--- config.mk ---
export PLATFORM = sky130hd
export DESIGN_NAME = nrv_ctrl
export DESIGN_NICKNAME = d
export VERILOG_FILES = /design/src/nrv_pkg.sv /design/src/nrv_ctrl.sv
export SDC_FILE = /design/constraint.sdc
export NUM_CORES = 1
export LEC_CHECK = 0
export BUFFER_PORTS_ARGS = -buffer_cell sky130_fd_sc_hd__buf_2
export CORE_AREA = 2 2 39 41
export CTS_CLUSTER_SIZE = 20
export DETAILED_ROUTE_END_ITERATION = 10
export DIE_AREA = 0 0 41 43
export GPL_TIMING_DRIVEN = 1
export SYNTH_ARGS = -nofsm -noshare
export SYNTH_HDL_FRONTEND = slang
export SYNTH_SLANG_ARGS = --single-unit
--- constraint.sdc ---
create_clock -name clk -period 2 [get_ports clk]
set_clock_uncertainty 0.1 [all_clocks]
set_input_delay 0.4 -clock clk [delete_from_list [all_inputs] [get_ports clk]]
set_output_delay 0.4 -clock clk [all_outputs]
set_load 0.05 [all_outputs]
--- src/nrv_pkg.sv ---
// ---------------------------------------------------------------------------
// NRU victim select package
// Sizes, field positions, state encoding and the command and status
// bundles shared by the controller, the datapath and the top level.
// ---------------------------------------------------------------------------
package nrv_pkg;

  localparam int SETS = 1024;
  localparam int WAYS = 16;

  // Fixed widths of the request and result fields.
  localparam int SET_IN_W = 10;
  localparam int WAY_IN_W = 4;
  localparam int RND_W    = 16;
  localparam int OUT_W    = 4;

  // Request word layout in tdata, lowest bit first.
  localparam int TD_SET_LO = 0;
  localparam int TD_WAY_LO = TD_SET_LO + SET_IN_W;
  localparam int TD_HIT    = TD_WAY_LO + WAY_IN_W;
  localparam int TD_WB     = TD_HIT + 1;
  localparam int TD_RND_LO = TD_WB + 1;
  localparam int IN_DATA_W = ((TD_RND_LO + RND_W + 7) / 8) * 8;
  localparam int OUT_DATA_W = ((OUT_W + 7) / 8) * 8;

  // Derived sizes.
  localparam int SET_W      = (SETS > 1) ? $clog2(SETS) : 1;
  localparam int CNT_W      = $clog2(WAYS + 1);
  localparam int DIV_BITS   = 4;
  localparam int DIV_STEPS  = RND_W / DIV_BITS;
  localparam int DIV_CNT_W  = (DIV_STEPS > 1) ? $clog2(DIV_STEPS) : 1;
  localparam int LANES      = 4;
  localparam int SCAN_STEPS = (WAYS + LANES - 1) / LANES;
  localparam int ZM_W       = SCAN_STEPS * LANES;
  localparam int IDX_W      = $clog2(ZM_W);

  // Request kinds carried in tuser.
  localparam logic CMD_VICTIM = 1'b0;
  localparam logic CMD_UPDATE = 1'b1;

  typedef enum logic [2:0] {
    ST_CLEAR,
    ST_IDLE,
    ST_LOOKUP,
    ST_DIV,
    ST_SCAN,
    ST_EMIT
  } nrv_state_t;

  typedef struct packed {
    logic clr_write;
    logic take;
    logic upd;
    logic load;
    logic div_run;
    logic scan;
    logic emit;
  } nrv_cmd_t;

  typedef struct packed {
    logic clr_last;
    logic is_update;
    logic div_last;
    logic all_ones;
    logic found;
    logic out_busy;
  } nrv_sts_t;

endpackage

--- src/nrv_ctrl.sv ---
// ---------------------------------------------------------------------------
// NRU victim select controller
// Sequences the clearing pass, the set lookup, the remainder, the way
// scan and the hand-over to the output register.
// ---------------------------------------------------------------------------
module nrv_ctrl
  import nrv_pkg::*;
(
  input  logic     clk,
  input  logic     rst,
  input  logic     s_tvalid,
  output logic     s_tready,
  input  nrv_sts_t sts,
  output nrv_cmd_t cmd
);

  nrv_state_t state;
  nrv_state_t state_next;

  always_ff @(posedge clk) begin
    if (rst) begin
      state <= ST_CLEAR;
    end else begin
      state <= state_next;
    end
  end

  always_comb begin
    state_next = state;
    cmd        = '0;
    s_tready   = 1'b0;
    unique case (state)
      ST_CLEAR: begin
        cmd.clr_write = 1'b1;
        if (sts.clr_last) begin
          state_next = ST_IDLE;
        end
      end
      ST_IDLE: begin
        s_tready = 1'b1;
        if (s_tvalid) begin
          cmd.take   = 1'b1;
          state_next = ST_LOOKUP;
        end
      end
      ST_LOOKUP: begin
        if (sts.is_update) begin
          cmd.upd    = 1'b1;
          state_next = ST_IDLE;
        end else begin
          cmd.load   = 1'b1;
          state_next = ST_DIV;
        end
      end
      ST_DIV: begin
        cmd.div_run = 1'b1;
        if (sts.div_last) begin
          state_next = sts.all_ones ? ST_EMIT : ST_SCAN;
        end
      end
      ST_SCAN: begin
        cmd.scan = 1'b1;
        if (sts.found) begin
          state_next = ST_EMIT;
        end
      end
      ST_EMIT: begin
        if (!sts.out_busy) begin
          cmd.emit   = 1'b1;
          state_next = ST_IDLE;
        end
      end
      default: begin
        state_next = ST_IDLE;
      end
    endcase
  end

endmodule

==> results by group <==
Clocking
  • Clock latency on the worst-skew pair: approximately 0.24 ns
  • # resized after CTS: 0
  • Clock slew at reported path FFs: 0.04 ns
  • Num CTS Buffers: 3
  • Post-CTS Hold Buffers: 0
  • Clk sink count: 3
  • Root Driver: clkbuf_4
  • H-tree depth: 1
  • Max clock buf depth: 2
  • Post-CTS Setup Inserts: 0
  • CTS tree: built

STA
  • Final slew viol count: 0
  • # setup viols final: 0
  • Fin Setup TNS: 0 ns
  • RSZ-0062 raised after global routing: false
  • Worst-Margin Slew: 0.3115 ns
  • Worst hold slack: 0.2749 ns
  • Fmax: 518.0 MHz
  • Max transition margin: 0.7907
  • Hold Vio Cnt, Final: 0
  • Fin crit share: 0.9652
  • Final worst slack: around 0.070 ns
  • Tmin final: 1.930 ns

Global route
  • First-pass GRT wire length: between 900 and 1000 microns
  • GRT Util Overall: 0.09018
  • Grt ovf: 0
  • Pin count of the biggest net entering global routing: 10
  • Vias in the first global route: 272
  • Initial antenna violation count: 0

Place
  • Post-DP Area: ~370 sq um
  • Final HPWL DP: roughly 530 microns
  • DP Cell Count: between 60 and 70
  • Pre-CTS WS: ~0.33 ns
  • RD Place Congestion: a little under 0.7
  • Buffers added on ports: 16

Power and ir drop
  • P_leak: about 0.17 nW
  • Clock Power Share: 0.276
  • PnR Total Power: around 0.39 mW
  • NetSw: between 0.15 and 0.2 mW
  • Maximum vdd drop: 192.4 uV
  • Internal: 0.2089 mW
  • Sequential power share: 0.212
  • Sw Share: 0.4684
  • Total power divided by cell area: just under 1000 nW/um^2
  • Combinational Power Share: 0.512

Synthesis
  • Syn Inst Count: 32
  • Mapped Area: about 250 sq um
  • #FFs+latches synth: 3
  • Synth top area share: 0.2376
  • Yosys warns: 0
  • Register area share after synthesis: 0.2376
  • Yosys top cell by area: dfxtp_1
  • Mean Syn Cell Area: roughly 7.9 sq um
  • Post-synth cell types: 20
  • Area contributors post-synth: dfxtp_1 24%, nor3_1 7.9%, nand2b_1 7.4%, nor2_1 7.4%, o21ai_4 6.4%
  • Syn nets: about 40

Route
  • First-pass detailed-route iteration total: 2
  • WL/cell: around 9.5 microns
  • Final ANT Viol Nets: 0
  • Vias/cell: 4.731
  • Initial detailed-routing violation count: 4
  • Total wire length: roughly 640 microns
  • Drc violations: 0
  • Detailed-route via count: around 320

Final layout
  • Share of layout cells above drive strength 1: 0.5490
  • Largest register FFs: 3
  • Reg with most FFs: state
  • Seq. cell area: around 60 sq um
  • Biggest regs: state x3
  • Area occupied by multi-input gates: 197.7 sq um
  • Final core utilization: 0.2857
  • Final instance area: between 300 and 400 sq um
  • Final Instance Count excl. Fillers: 67
  • Layout Nets: slightly above 60
  • Fillers: approximately 160
  • Layout Area Growth over Synthesis: 56.44%
  • Antenna cells: 0

Setup path
  • Endpoint class of the critical path: output port
  • Worst-path maximum fanout: 7
  • Worst setup SP type: flip-flop
  • WP data required: ~1.5 ns
  • Worst Path Arrival: 1.43 ns
  • Kind of critical path: flip-flop to output port
  • FF-to-FF setup slack: 0.55 ns

Floorplan
  • Die area: about 1800 sq um
  • Num rows: 14
  • Die W: 41 microns
  • Ports: 17
  • Die H: ~43 microns
  • Initial core utilization: 0.1826
  • CORE AREA: 1384 sq um

Flow run
  • Max-Cap Viols: 0

Status
  • Outcome: finished clean

Hold path
  • Hold Crit Class: input pin to flip-flop
worst max-delay path: stages (launching register included):
cell and delay, ns:
dfxtp_1 0.45, inv_1 0.21, nor4_2 0.23, buf_2 0.29
power by group through the flow:
| stage | logic (mW) | registers (mW) | clock network, mW |
|---|---|---|---|
| 5_1_grt | 0.217 | 0.0842 | 0.111 |
| 3_5_place_dp | 0.203 | 0.0840 | 0 |
| 6_report | 0.201 | 0.0832 | 0.109 |
| 2_1_floorplan | 0.168 | 0.0778 | 0 |
| 4_1_cts | 0.203 | 0.0831 | 0.109 |
| 3_3_place_gp | 0.202 | 0.0838 | 0 |
routing by layer:
layer | up-vias | track usage | wire length (microns)
met5 | - | 0 | 0
met4 | 0 | 0.1000 | 13
met3 | 2 | 0.03141 | 35
met2 | 10 | 0.1500 | 358
met1 | 145 | 0.06709 | 227
li1 | 160 | - | -
cells by family after synthesis:
kind of cell           count (synthesis)  synth area share
muxes                                  1           0.04455
and+or+nand+nor                       17            0.3664
DFF                                    3            0.2376
AOI/OAI and AO/OA                      8            0.2872
buffers and inverters                  3           0.06433
layout by cell type, fill, tap and decap left out, types with 2 or more instances in the layout:
cell | Yosys | layout
buf_2 | 1 | 16
nor2_1 | 5 | 4
clkbuf_4 | 0 | 3
dfxtp_1 | 3 | 3
nor3_1 | 4 | 3
a21oi_1 | 2 | 2
nand2b_1 | 3 | 3
synth_stat cells:
master,number
a32oi_1,1
buf_2,1
nor3_1,4
a311oi_1,1
and2_1,1
o21ai_4,1
nor3b_1,1
nor2_1,5
a21oi_1,2
dfxtp_1,3
and3_1,1
a21oi_2,1
buf_4,1
nor4b_1,1
inv_1,1
a31o_1,1
mux2_1,1
nor4_1,1
o32a_2,1
nand2b_1,3
layout make-up:
cell class / instances / area share
tap: 16 / 0.05063
sequential: 3 / 0.1519
timing repair buffer: 17 / 0.2215
clock buffer: 4 / 0.06646
multi-input combinational: 26 / 0.5000
inverter: 1 / 0.009494
worst paths after layout:
path / from / end / cells after the start
max: state[1] / cmd[3] / 3
min: rst / state[2] / 2
max reg2reg: state[1] / state[1] / 4
min reg2reg: state[0] / state[0] / 2
(Power assumes the default switching activity.)
